**config.mk**
```make
export PLATFORM = sky130hd
export DESIGN_NAME = utf8_stream_decode_validate
export DESIGN_NICKNAME = d
export VERILOG_FILES = /design/src/rtl/u8dv_pkg.sv /design/src/rtl/u8dv_front.sv /design/src/rtl/u8dv_queue.sv /design/src/rtl/u8dv_back.sv /design/src/rtl/utf8_stream_decode_validate.sv
export SDC_FILE = /design/constraint.sdc
export NUM_CORES = 1
export LEC_CHECK = 0
export BUFFER_PORTS_ARGS = -buffer_cell sky130_fd_sc_hd__buf_2
export CAP_MARGIN = 25
export CORE_ASPECT_RATIO = 1.25
export CORE_UTILIZATION = 34
export CTS_BUF_LIST = sky130_fd_sc_hd__clkbuf_8
export DETAILED_ROUTE_END_ITERATION = 10
export PLACE_DENSITY = 0.59
export SKIP_LAST_GASP = 1
export SYNTH_ARGS = -nofsm -noshare
export SYNTH_HDL_FRONTEND = slang
export SYNTH_SLANG_ARGS = --single-unit
```
**constraint.sdc**
```tcl
create_clock -name clk -period 5.8 [get_ports clk]
set_clock_uncertainty 0.05 [all_clocks]
set_input_delay 0 -clock clk [delete_from_list [all_inputs] [get_ports clk]]
set_output_delay 0 -clock clk [all_outputs]
set_load 0.005 [all_outputs]
```
**src/rtl/u8dv_pkg.sv**
```systemverilog
// shared types and constants for the utf-8 stream decoder and validator
package u8dv_pkg;

    // depth of the queue between the classifier and the decoder
    localparam int QUEUE_DEPTH = 4;
    localparam int QUEUE_PTR_W = $clog2(QUEUE_DEPTH);
    localparam int QUEUE_CNT_W = $clog2(QUEUE_DEPTH + 1);

    // result field widths
    localparam int CODE_W      = 21;
    localparam int CHAR_CNT_W  = 16;

    // byte patterns used by the classifier and the decoder
    localparam logic [7:0] LEAD_E0 = 8'he0;
    localparam logic [7:0] LEAD_ED = 8'hed;
    localparam logic [7:0] LEAD_EF = 8'hef;
    localparam logic [7:0] LEAD_F0 = 8'hf0;
    localparam logic [7:0] LEAD_F4 = 8'hf4;
    localparam logic [7:0] CONT_BF = 8'hbf;

    // one classified byte as it travels through the queue
    typedef struct packed {
        logic [7:0] data;
        logic       last;
        logic       is_ascii;
        logic       is_lead2;
        logic       is_lead3;
        logic       is_lead4;
        logic       is_cont;
        logic       low_e0;    // 80..9f, overlong after e0
        logic       high_ed;   // a0..bf, surrogate after ed
        logic       low_f0;    // 80..8f, overlong after f0
        logic       above_8f;  // above 8f, out of range after f4
        logic       is_be_bf;  // be or bf, noncharacter after ef bf
    } byte_class_t;

endpackage

```
**src/rtl/u8dv_front.sv**
```systemverilog
// byte classifier: sorts each incoming byte by the roles it can play
module u8dv_front (
    input  logic [7:0]           data_byte,
    input  logic                 end_of_string,
    output u8dv_pkg::byte_class_t cls
);
    import u8dv_pkg::*;

    // lead and continuation decode, independent of decoder state
    always_comb
    begin
        cls.data     = data_byte;
        cls.last     = end_of_string;
        cls.is_ascii = (data_byte[7] == 1'b0);
        cls.is_lead2 = ((data_byte & 8'he0) == 8'hc0) && ((data_byte & 8'hfe) != 8'hc0);
        cls.is_lead3 = ((data_byte & 8'hf0) == 8'he0);
        cls.is_lead4 = ((data_byte & 8'hf8) == 8'hf0) && (data_byte <= LEAD_F4);
        cls.is_cont  = ((data_byte & 8'hc0) == 8'h80);
        cls.low_e0   = ((data_byte & 8'he0) == 8'h80);
        cls.high_ed  = ((data_byte & 8'he0) == 8'ha0);
        cls.low_f0   = ((data_byte & 8'hf0) == 8'h80);
        cls.above_8f = (data_byte > 8'h8f);
        cls.is_be_bf = ((data_byte & 8'hfe) == 8'hbe);
    end

endmodule

```
**src/rtl/u8dv_queue.sv**
```systemverilog
// small fifo of classified bytes between the classifier and the decoder
module u8dv_queue (
    input  logic                  clk,
    input  logic                  rst_n,
    input  logic                  push,
    input  u8dv_pkg::byte_class_t push_data,
    output logic                  full,
    input  logic                  pop,
    output logic                  not_empty,
    output u8dv_pkg::byte_class_t head
);
    import u8dv_pkg::*;

    byte_class_t            entry_reg [QUEUE_DEPTH];
    logic [QUEUE_PTR_W-1:0] wr_ptr_reg, wr_ptr_next;
    logic [QUEUE_PTR_W-1:0] rd_ptr_reg, rd_ptr_next;
    logic [QUEUE_CNT_W-1:0] count_reg, count_next;

    assign full      = (count_reg == QUEUE_CNT_W'(QUEUE_DEPTH));
    assign not_empty = (count_reg != '0);
    assign head      = entry_reg[rd_ptr_reg];

    // pointer and fill count update
    always_comb
    begin
        wr_ptr_next = wr_ptr_reg;
        rd_ptr_next = rd_ptr_reg;
        count_next  = count_reg;
        if (push)
        begin
            wr_ptr_next = (wr_ptr_reg == QUEUE_PTR_W'(QUEUE_DEPTH - 1)) ? '0 : wr_ptr_reg + 1'b1;
        end
        if (pop)
        begin
            rd_ptr_next = (rd_ptr_reg == QUEUE_PTR_W'(QUEUE_DEPTH - 1)) ? '0 : rd_ptr_reg + 1'b1;
        end
        if (push && !pop)
        begin
            count_next = count_reg + 1'b1;
        end
        else if (pop && !push)
        begin
            count_next = count_reg - 1'b1;
        end
    end

    always_ff @(posedge clk or negedge rst_n)
    begin
        if (!rst_n)
        begin
            wr_ptr_reg <= '0;
            rd_ptr_reg <= '0;
            count_reg  <= '0;
        end
        else
        begin
            wr_ptr_reg <= wr_ptr_next;
            rd_ptr_reg <= rd_ptr_next;
            count_reg  <= count_next;
        end
    end

    // entry storage
    always_ff @(posedge clk)
    begin
        if (push)
        begin
            entry_reg[wr_ptr_reg] <= push_data;
        end
    end

endmodule

```
**src/rtl/u8dv_back.sv**
```systemverilog
// sequence decoder: assembles code points, checks forms, keeps string summary
module u8dv_back #(
    parameter int COUNT_WIDTH = 16
) (
    input  logic                            clk,
    input  logic                            rst_n,
    input  logic                            head_valid,
    input  u8dv_pkg::byte_class_t           head,
    output logic                            head_pop,
    output logic                            result_valid,
    input  logic                            result_stall,
    output logic [u8dv_pkg::CODE_W-1:0]     code_point,
    output logic                            char_done,
    output logic                            error_found,
    output logic                            summary_flag,
    output logic                            string_valid,
    output logic [u8dv_pkg::CHAR_CNT_W-1:0] char_count
);
    import u8dv_pkg::*;

    // decoder state
    logic [1:0]             pending_reg, pending_next;
    logic [7:0]             lead_reg, lead_next;
    logic [7:0]             second_reg, second_next;
    logic [CODE_W-1:0]      partial_reg, partial_next;
    logic [COUNT_WIDTH-1:0] seen_reg, seen_next;
    logic                   latched_reg, latched_next;

    // output register
    logic                   out_valid_reg, out_valid_next;
    logic [CODE_W-1:0]      code_reg;
    logic                   done_reg, err_reg, last_reg, valid_str_reg;
    logic [CHAR_CNT_W-1:0]  count_out_reg, count_out;

    logic                   fire, done, err, emit, bad_cont;
    logic [2:0]             seq_len;
    logic                   at_second, at_third;

    // take the queue head whenever the output register can accept a result
    assign fire     = head_valid && (!out_valid_reg || !result_stall);
    assign head_pop = fire;

    // sequence length and byte position of the sequence in progress
    always_comb
    begin
        if ((lead_reg & 8'he0) == 8'hc0)
        begin
            seq_len = 3'd2;
        end
        else if ((lead_reg & 8'hf0) == 8'he0)
        begin
            seq_len = 3'd3;
        end
        else
        begin
            seq_len = 3'd4;
        end
        at_second = (seq_len - {1'b0, pending_reg}) == 3'd1;
        at_third  = (seq_len - {1'b0, pending_reg}) == 3'd2;
    end

    // continuation check against overlong, surrogate, range and noncharacter limits
    always_comb
    begin
        bad_cont = !head.is_cont;
        if (at_second)
        begin
            if ((lead_reg == LEAD_E0 && head.low_e0) ||
                (lead_reg == LEAD_ED && head.high_ed) ||
                (lead_reg == LEAD_F0 && head.low_f0) ||
                (lead_reg == LEAD_F4 && head.above_8f))
            begin
                bad_cont = 1'b1;
            end
        end
        else if (at_third && seq_len == 3'd3)
        begin
            if (lead_reg == LEAD_EF && second_reg == CONT_BF && head.is_be_bf)
            begin
                bad_cont = 1'b1;
            end
        end
    end

    // per-byte decode step
    always_comb
    begin
        pending_next = pending_reg;
        lead_next    = lead_reg;
        second_next  = second_reg;
        partial_next = partial_reg;
        seen_next    = seen_reg;
        latched_next = latched_reg;
        done         = 1'b0;
        err          = 1'b0;
        if (!latched_reg)
        begin
            if (pending_reg == 2'd0)
            begin
                if (head.is_ascii)
                begin
                    partial_next = {13'd0, head.data};
                    done         = 1'b1;
                end
                else if (head.is_lead2)
                begin
                    pending_next = 2'd1;
                    partial_next = {16'd0, head.data[4:0]};
                    lead_next    = head.data;
                end
                else if (head.is_lead3)
                begin
                    pending_next = 2'd2;
                    partial_next = {17'd0, head.data[3:0]};
                    lead_next    = head.data;
                end
                else if (head.is_lead4)
                begin
                    pending_next = 2'd3;
                    partial_next = {18'd0, head.data[2:0]};
                    lead_next    = head.data;
                end
                else
                begin
                    err = 1'b1;
                end
            end
            else
            begin
                if (bad_cont)
                begin
                    err = 1'b1;
                end
                else
                begin
                    if (at_second)
                    begin
                        second_next = head.data;
                    end
                    partial_next = {partial_reg[CODE_W-7:0], head.data[5:0]};
                    pending_next = pending_reg - 2'd1;
                    done         = (pending_reg == 2'd1);
                end
            end
            if (done && !(&seen_reg))
            begin
                seen_next = seen_reg + 1'b1;
            end
            if (head.last && !err && pending_next != 2'd0)
            begin
                err = 1'b1;
            end
            if (err)
            begin
                latched_next = 1'b1;
                pending_next = 2'd0;
            end
        end
    end

    assign emit = done || err || head.last;

    // count seen by the result field, saturated to its width when wider, else zero-extended
    generate
        if (COUNT_WIDTH > CHAR_CNT_W)
        begin : g_sat
            assign count_out = (|seen_next[COUNT_WIDTH-1:CHAR_CNT_W]) ? '1
                                                                    : seen_next[CHAR_CNT_W-1:0];
        end
        else
        begin : g_ext
            assign count_out = CHAR_CNT_W'(seen_next);
        end
    endgenerate

    // output register valid
    always_comb
    begin
        out_valid_next = out_valid_reg && result_stall;
        if (fire && emit)
        begin
            out_valid_next = 1'b1;
        end
    end

    always_ff @(posedge clk or negedge rst_n)
    begin
        if (!rst_n)
        begin
            pending_reg   <= '0;
            lead_reg      <= '0;
            second_reg    <= '0;
            partial_reg   <= '0;
            seen_reg      <= '0;
            latched_reg   <= 1'b0;
            out_valid_reg <= 1'b0;
        end
        else
        begin
            out_valid_reg <= out_valid_next;
            if (fire)
            begin
                lead_reg    <= lead_next;
                second_reg  <= second_next;
                partial_reg <= partial_next;
                if (head.last)
                begin
                    pending_reg <= '0;
                    seen_reg    <= '0;
                    latched_reg <= 1'b0;
                end
                else
                begin
                    pending_reg <= pending_next;
                    seen_reg    <= seen_next;
                    latched_reg <= latched_next;
                end
            end
        end
    end

    // result payload
    always_ff @(posedge clk)
    begin
        if (fire && emit)
        begin
            code_reg      <= done ? partial_next : '0;
            done_reg      <= done;
            err_reg       <= err;
            last_reg      <= head.last;
            valid_str_reg <= head.last && !latched_next;
            count_out_reg <= count_out;
        end
    end

    assign result_valid = out_valid_reg;
    assign code_point   = code_reg;
    assign char_done    = done_reg;
    assign error_found  = err_reg;
    assign summary_flag = last_reg;
    assign string_valid = valid_str_reg;
    assign char_count   = count_out_reg;

endmodule

```
**src/rtl/utf8_stream_decode_validate.sv**
```systemverilog
// top level of the utf-8 stream decoder and validator
//
//  channel   | handshake                  | fields
//  ----------+----------------------------+---------------------------------------------
//  byte in   | byte_valid / byte_stall    | data_byte, end_of_string
//  result    | result_valid / result_stall| code_point, char_done, error_found,
//            |                            | summary_flag, string_valid, char_count
//
//  one byte per cycle while no result stalls; a result is registered after its byte is taken,
//  passing first the queue entry, then the decoder's output register
//  rst_n clears the queue, the decoder state and the result valid flag at once
//  a stalled result holds the output register and stops the decoder; the four-entry
//  queue keeps taking bytes until full, then byte_stall rises
module utf8_stream_decode_validate #(
    parameter int COUNT_WIDTH = 16
) (
    input  logic                            clk,
    input  logic                            rst_n,
    input  logic                            byte_valid,
    output logic                            byte_stall,
    input  logic [7:0]                      data_byte,
    input  logic                            end_of_string,
    output logic                            result_valid,
    input  logic                            result_stall,
    output logic [u8dv_pkg::CODE_W-1:0]     code_point,
    output logic                            char_done,
    output logic                            error_found,
    output logic                            summary_flag,
    output logic                            string_valid,
    output logic [u8dv_pkg::CHAR_CNT_W-1:0] char_count
);
    import u8dv_pkg::*;

    byte_class_t cls, head;
    logic        q_full, q_not_empty, q_pop, q_push;

    assign byte_stall = q_full;
    assign q_push     = byte_valid && !q_full;

    // classify incoming bytes
    u8dv_front u_front (
        .data_byte     (data_byte),
        .end_of_string (end_of_string),
        .cls           (cls)
    );

    // decouple classifier from decoder
    u8dv_queue u_queue (
        .clk       (clk),
        .rst_n     (rst_n),
        .push      (q_push),
        .push_data (cls),
        .full      (q_full),
        .pop       (q_pop),
        .not_empty (q_not_empty),
        .head      (head)
    );

    // decode sequences and produce results
    u8dv_back #(
        .COUNT_WIDTH (COUNT_WIDTH)
    ) u_back (
        .clk          (clk),
        .rst_n        (rst_n),
        .head_valid   (q_not_empty),
        .head         (head),
        .head_pop     (q_pop),
        .result_valid (result_valid),
        .result_stall (result_stall),
        .code_point   (code_point),
        .char_done    (char_done),
        .error_found  (error_found),
        .summary_flag (summary_flag),
        .string_valid (string_valid),
        .char_count   (char_count)
    );

endmodule

```
After elaboration in Yosys (flattened, before gate mapping) --
Memory sizes are Yosys's and may differ from the RTL's. Index checks and enable logic that the tools add are counted.
Word-level totals: register bits after elaboration 105, memory bits (writable) 76, input port bits 13, output and inout port bits 43, word-level logic and storage cells 153, memories 1
Cells by class: $add $sub $neg 7, magnitude comparators 2, eq/ne operators 25, mux-type cells 54, bitwise logic cells 5, reductions and logical operators 43
Memory list:
- u_queue.entry_reg | words 4, bits a word 19, rd ports 1, clocked after Yosys merged registers in 0, wr ports 1, line u8dv_queue.sv:14 | byte_class_t entry_reg [QUEUE_DEPTH];
Operators by type and width (count):
- 21-bit 2-to-1 mux | 7
- 8-bit == test, second input constant | 6
- 16-bit 2-to-1 mux | 3
- 1-bit 2-to-1 mux | 25
- 2-bit 2-to-1 mux | 12
- 8-bit 2-to-1 mux | 3
- 1-bit logical AND | 19
- 16-bit by 1-bit adder with 16-bit output, second input constant | 1
- 16-bit AND reduction | 1
- 3-bit == test, second input constant | 5
- 4-bit == test, second input constant | 3
- 3-bit 2-to-1 mux | 4
- 5-bit AND reduction | 2
- 1-bit logical NOT | 9
- 8-bit greater-than comparator, second input constant | 1
- 8-bit <= comparator, second input constant | 1
- 7-bit == test, second input constant | 1
- 7-bit != test, second input constant | 1
- 2-bit == test, second input constant | 3
- 3-bit by 2-bit == test with 1-bit output, second input constant | 2
- 1-bit logical OR | 6
- 3-bit nonzero test | 2
- 5-bit == test, second input constant | 1
- 1-bit inverter | 5
- other kinds (11) | 13

Longest topological paths before layout --
word-level depth 21, depth in mapped cells 11

By module --
A second synthesis with hierarchy kept.
Unflattened totals: cell total of the unflattened synthesis 611, area, all modules 8234.1 um^2
Modules (own cells, without submodules):
- u8dv_back | times used 1, cells an instance 448, area an instance 4899.7 um^2, sequential area each 2657.5 um^2
- u8dv_queue | times used 1, cells an instance 136, area an instance 3159.3 um^2, sequential area each 2457.4 um^2
- u8dv_front | times used 1, cells an instance 26, area an instance 161.4 um^2, sequential area each 0.0 um^2
- utf8_stream_decode_validate | times used 1, cells an instance 1, area an instance 13.8 um^2, sequential area each 0.0 um^2

Worst setup path before layout --
OpenSTA, ideal clock, no wires.
path kind reg2reg, from register u_back.lead_reg[4], to register u_back.count_out_reg[0] (netlist: u_back.char_count[0]), enable pin, setup time 0.464 ns, data arrival time 4.546 ns, data required time 5.286 ns, setup slack 0.740 ns, stages on the path, launching flop included 10, buffers on the path 0, clock period less this slack 5.060 ns, cells stage by stage dfrtp_1 and2_1 or2_2 fa_1 nor3_1 o2111ai_1 and2_1 a21oi_2 o21ai_0 a31oi_1
On the way: longest elaborated chain between the ends 20
Ends and longest elaborated chain:
- from (decl) | line u8dv_back.sv:23 | logic [7:0] lead_reg, lead_next;
- from (signal assigned) | line u8dv_back.sv:203 | lead_reg <= lead_next;
- 4-bit == test | line u8dv_back.sv:50 | else if ((lead_reg & 8'hf0) == 8'he0)
- 3-bit 2-to-1 mux | line u8dv_back.sv:50
- 3-bit 2-to-1 mux | line u8dv_back.sv:46 | if ((lead_reg & 8'he0) == 8'hc0)
- 3-bit by 2-bit subtractor with 3-bit output | line u8dv_back.sv:58, u8dv_back.sv:59
- 3-bit by 2-bit == test with 1-bit output | line u8dv_back.sv:59 | at_third = (seq_len - {1'b0, pending_reg}) == 3'd2;
- 1-bit logical AND | line u8dv_back.sv:76 | else if (at_third && seq_len == 3'd3)
- 1-bit 2-to-1 mux | line u8dv_back.sv:76
- 1-bit 2-to-1 mux (*) | line u8dv_back.sv:66 | if (at_second)
- 1-bit 2-to-1 mux | line u8dv_back.sv:130 | if (bad_cont)
- 1-bit 2-to-1 mux | line u8dv_back.sv:98 | if (pending_reg == 2'd0)
- 1-bit 2-to-1 mux | line u8dv_back.sv:96 | if (!latched_reg)
- 1-bit logical NOT | line u8dv_back.sv:149 | if (head.last && !err && pending_next != 2'd0)
- 1-bit logical AND (2 in series) | line u8dv_back.sv:149
- 1-bit 2-to-1 mux | line u8dv_back.sv:149
- 1-bit 2-to-1 mux (2 in series) | line u8dv_back.sv:96
- 1-bit logical OR (*) (2 in series) | line u8dv_back.sv:161 | assign emit = done || err || head.last;
- 1-bit logical AND (*) | line u8dv_back.sv:225 | if (fire && emit)
- to (signal assigned) | line u8dv_back.sv:232 | count_out_reg <= count_out;
- to (decl) | line u8dv_back.sv:33 | logic [CHAR_CNT_W-1:0] count_out_reg, count_out;
Every way passes the cells marked *; elsewhere a longest branch is shown, timed or not. The select of a mux whose other input is x is not followed. A chain may end at the register's enable or synchronous reset.

Final worst setup path --
from register u_back.lead_reg[4], to register u_back.code_reg[17] (netlist: u_back.code_point[17]), enable pin
On the way: longest elaborated chain between the ends 20
Ends and longest elaborated chain:
- 4-bit == test | line u8dv_back.sv:50
- 3-bit 2-to-1 mux | line u8dv_back.sv:50
- 3-bit 2-to-1 mux | line u8dv_back.sv:46
- 3-bit by 2-bit subtractor with 3-bit output | line u8dv_back.sv:58, u8dv_back.sv:59
- 3-bit by 2-bit == test with 1-bit output | line u8dv_back.sv:59
- 1-bit logical AND | line u8dv_back.sv:76
- 1-bit 2-to-1 mux | line u8dv_back.sv:76
- 1-bit 2-to-1 mux (*) | line u8dv_back.sv:66
- 1-bit 2-to-1 mux | line u8dv_back.sv:130
- 1-bit 2-to-1 mux | line u8dv_back.sv:98
- 1-bit 2-to-1 mux | line u8dv_back.sv:96
- 1-bit logical NOT | line u8dv_back.sv:149
- 1-bit logical AND (2 in series) | line u8dv_back.sv:149
- 1-bit 2-to-1 mux | line u8dv_back.sv:149
- 1-bit 2-to-1 mux (2 in series) | line u8dv_back.sv:96
- 1-bit logical OR (*) (2 in series) | line u8dv_back.sv:161
- 1-bit logical AND (*) | line u8dv_back.sv:225
- to (signal assigned) | line u8dv_back.sv:227 | code_reg <= done ? partial_next : '0;
- to (decl) | line u8dv_back.sv:31 | logic [CODE_W-1:0] code_reg;
Marks and branches as above.

==> impl_results.md <==
* Met3 WL post-DR at 583 um
* Leakage dissipation at 0.00337 uW
* Hold buffer count at CTS at 12
* Min Clock Period, post-route at 4.12 ns
* Setup bufs post-CTS at 0
* Netlist Area Pre-Place at 7810 um2
* Top routing layer used: met4
* Hold Path Class: input port to async pin
* Max Cap Viol at 0
* Clk_lat worst skew at 0.47 ns
* Total Wirelength at 15.7 mm
* Starting Density at 34.9%
* Nets at 640
* RSZ-0062 raised after global routing: no
* Reg2reg path depth at 10
* Clock sink count at 175
* Worst EP required at 5.90 ns
* Area delta synth->final at 13.9%
* FF+latch count, synth at 175
* Detailed-route wire length per cell at 17.2 um
* Worst reg2reg path startpoint: u_back.lead_reg[4]
* Largest net degree at the start of global routing at 59
* Top-area cell type share of the netlist area at 45.0%
* CTS clk-pin slew, worst paths at 0.10 ns
* Post-Route Utilization at 39.8%
* Slew @ Worst Pin at 1.01 ns
* Slowest CP cell: a31oi_4
* Worst r2r dst: u_back.code_point[17]
* Vias at 4665
* Routed wl met2 at 8.34 mm
* Ports at 56
* Row cnt at 61
* Critical Path End: u_back.code_point[17]
* Routed length on met1 at 6.62 mm
* Die height at 171 um
* Synth area leader: edfxtp_1
* Max_slew headroom at 32.9%
* GRT Residual Overflow at 0
* Synth cell count leaders: edfxtp_1 (117), dfrtp_1 (58), nand2_1 (34)
* Post-synthesis async set-or-reset flop share at 33.1%
* Core area at 22400 um2
* Cell count after synthesis at 549
* CP dominant cell by count: and2_1
* Total power at 4500 uW
* DRT iter0 DRCs at 359
* First-pass GRT wire length at 25.5 mm
* Crit. End Element: flop
* Yosys warns at 0
* Maximum buffer depth of the clock tree at 2
* EDFF count, synth at 117
* Syn Area/Cell at 14.2 um2
* Die ar. at 23600 um2
* Vias in the first global route at 4822
* Origin of the worst setup path: u_back.lead_reg[4]
* Pwr dens at 506 nW/um2
* Max-slew violation count at 0
* Worst Setup Start Kind: flop
* CTS tree: done
* Final Hold Vio Count at 0
* Top-count cell post-synth: edfxtp_1
* Synth cell types at 68
* Worst vdd ir at 0.236 mV
* Setup Total Neg Slack at 0 ns
* Sequential share of the synthesized area at 63.6%
* Die width at 138 um
* IO buf count at 55
* Share of cells above drive strength 1 at 22.5%
* # diodes at 0
* HPWL after DPL at 10.8 mm
* WP data arrival at 4.22 ns
* Antenna Nets Post-Route at 0
* CP max FO at 25
* Routability Congestion at 0.886
* Reg2Reg Setup Slack at 1.68 ns
* Synth top area cells: edfxtp_1 (45%), dfrtp_1 (19%), mux4_2 (4.6%)
* H-tree levels at 4
* Peak Freq at 243 MHz
* CTS Root Cell: clkbuf_8
* Gr usage total at 14.5%
* Max reg flops at 76
* PostCTS Resize Cnt at 0
* Vias per cell at 5.12
* Antenna violations before repair at 0
* DR pass1 iterations at 5
* Num CTS Buffers at 17
* # DRC at 0
* Status: finished clean
* Worst setup path class: flop to flop
* Critical path's largest stage delay at 0.61 ns
* Top FF cell, synth: edfxtp_1
* Net Count, Synth at 574
* Final setup fails at 0
* Crit share post-route at 71.1%
* Cell Chain, Critical Path: and2_1 > or2_2 > fa_1 > nor3_1 > o2111ai_1 > and2_1 > a21oi_2 > o21ai_0 > a31oi_4 > buf_4
-- kinds of logic (layout without fill, tap and decap cells) --
family	after synthesis	count (layout)	share of synthesized area, %
buffers and inverters	39	118	2.42
xor gates and xnor gates	17	17	1.91
adders and majority gates	12	12	2.12
DFF	175	175	63.6
and+or+nand+nor	167	167	11.9
muxes	47	47	9.01
AOI/OAI and AO/OA	92	92	9.09
-- stage by stage --
step	hold slack (ns)	std cells	area [um2]	setup WS (ns)
6_report	0.160	911	8890	1.68
5_1_grt	0.243	911	8890	1.31
4_1_cts	0.185	909	8850	1.62
3_5_place_dp	0.164	865	8340	1.64
3_3_place_gp	0.163	865	8340	1.78
2_1_floorplan	-0.346	549	7810	0.740
-- layout make-up --
| type | count | area, um2 |
|---|---|---|
| clock buffer | 17 | 234 |
| clock inverter | 15 | 153 |
| tap | 283 | 354 |
| inverter | 13 | 48.8 |
| multi-input combinational | 335 | 2670 |
| fill | 2072 | 13500 |
| sequential | 175 | 4960 |
| timing repair buffer | 73 | 468 |
-- placed cells by master, fill, tap and decap left out, drive strengths merged, types with 4 or more instances in the layout --
cell type | netlist | layout
edfxtp | 117 | 117
buf | 12 | 61
dfrtp | 58 | 58
nand2 | 34 | 34
and2 | 28 | 28
mux2 | 26 | 26
nor2 | 19 | 19
inv | 13 | 18
clkbuf | 14 | 17
mux4 | 16 | 16
nand3 | 15 | 15
and3 | 15 | 15
o21ai | 15 | 15
xnor2 | 14 | 14
a21oi | 14 | 14
nor3 | 12 | 12
dlygate4sd3 | 0 | 12
a22o | 11 | 11
ha | 10 | 10
nor4 | 9 | 9
clkinv | 0 | 9
nand2b | 7 | 7
a31oi | 6 | 6
mux2i | 5 | 5
nor2b | 5 | 5
o311ai | 5 | 5
nand4 | 4 | 4
and4 | 4 | 4
o2bb2ai | 4 | 4
o211ai | 4 | 4
a31o | 4 | 4
a211oi | 4 | 4
-- worst min-delay path by stage --
stage                                     to  slack [ns]  cells after the start          start
detailed placement        u_back.seen_reg[4]        0.16                      2          rst_n
floorplan                 u_back.latched_reg       -0.35                      0          rst_n
finish                    u_back.seen_reg[1]        0.16                      3          rst_n
global placement          u_back.seen_reg[6]        0.16                      2          rst_n
CTS                       u_back.seen_reg[4]        0.18                      3          rst_n
global route        u_queue.entry_reg[2][10]        0.24                      2  end_of_string
-- power breakdown --
part / leakage, uW / internal [uW] / switching, uW / total [uW]
Sequential: 0.00186 / 1820 / 234 / 2060
Clock: 0.000195 / 318 / 488 / 805
Combinational: 0.00132 / 659 / 977 / 1640
-- critical path: cells and delay by family, from the launching register on --
kind	cells	cell delay, ns
adder cells (fa/ha/maj)	1	0.45
AND/OR/NAND/NOR	4	1.07
AO/OA/AOI/OAI	4	1.36
flip-flops	1	0.46
buffers and inverters	1	0.41
-- metal layers --
layer | GRT usage (%) | up-vias
met5 | 0 | -
met4 | 5.16 | 0
met3 | 2.74 | 8
met2 | 25.6 | 93
met1 | 17.4 | 2318
li1 | - | 2246
(Power assumes the default switching activity.)
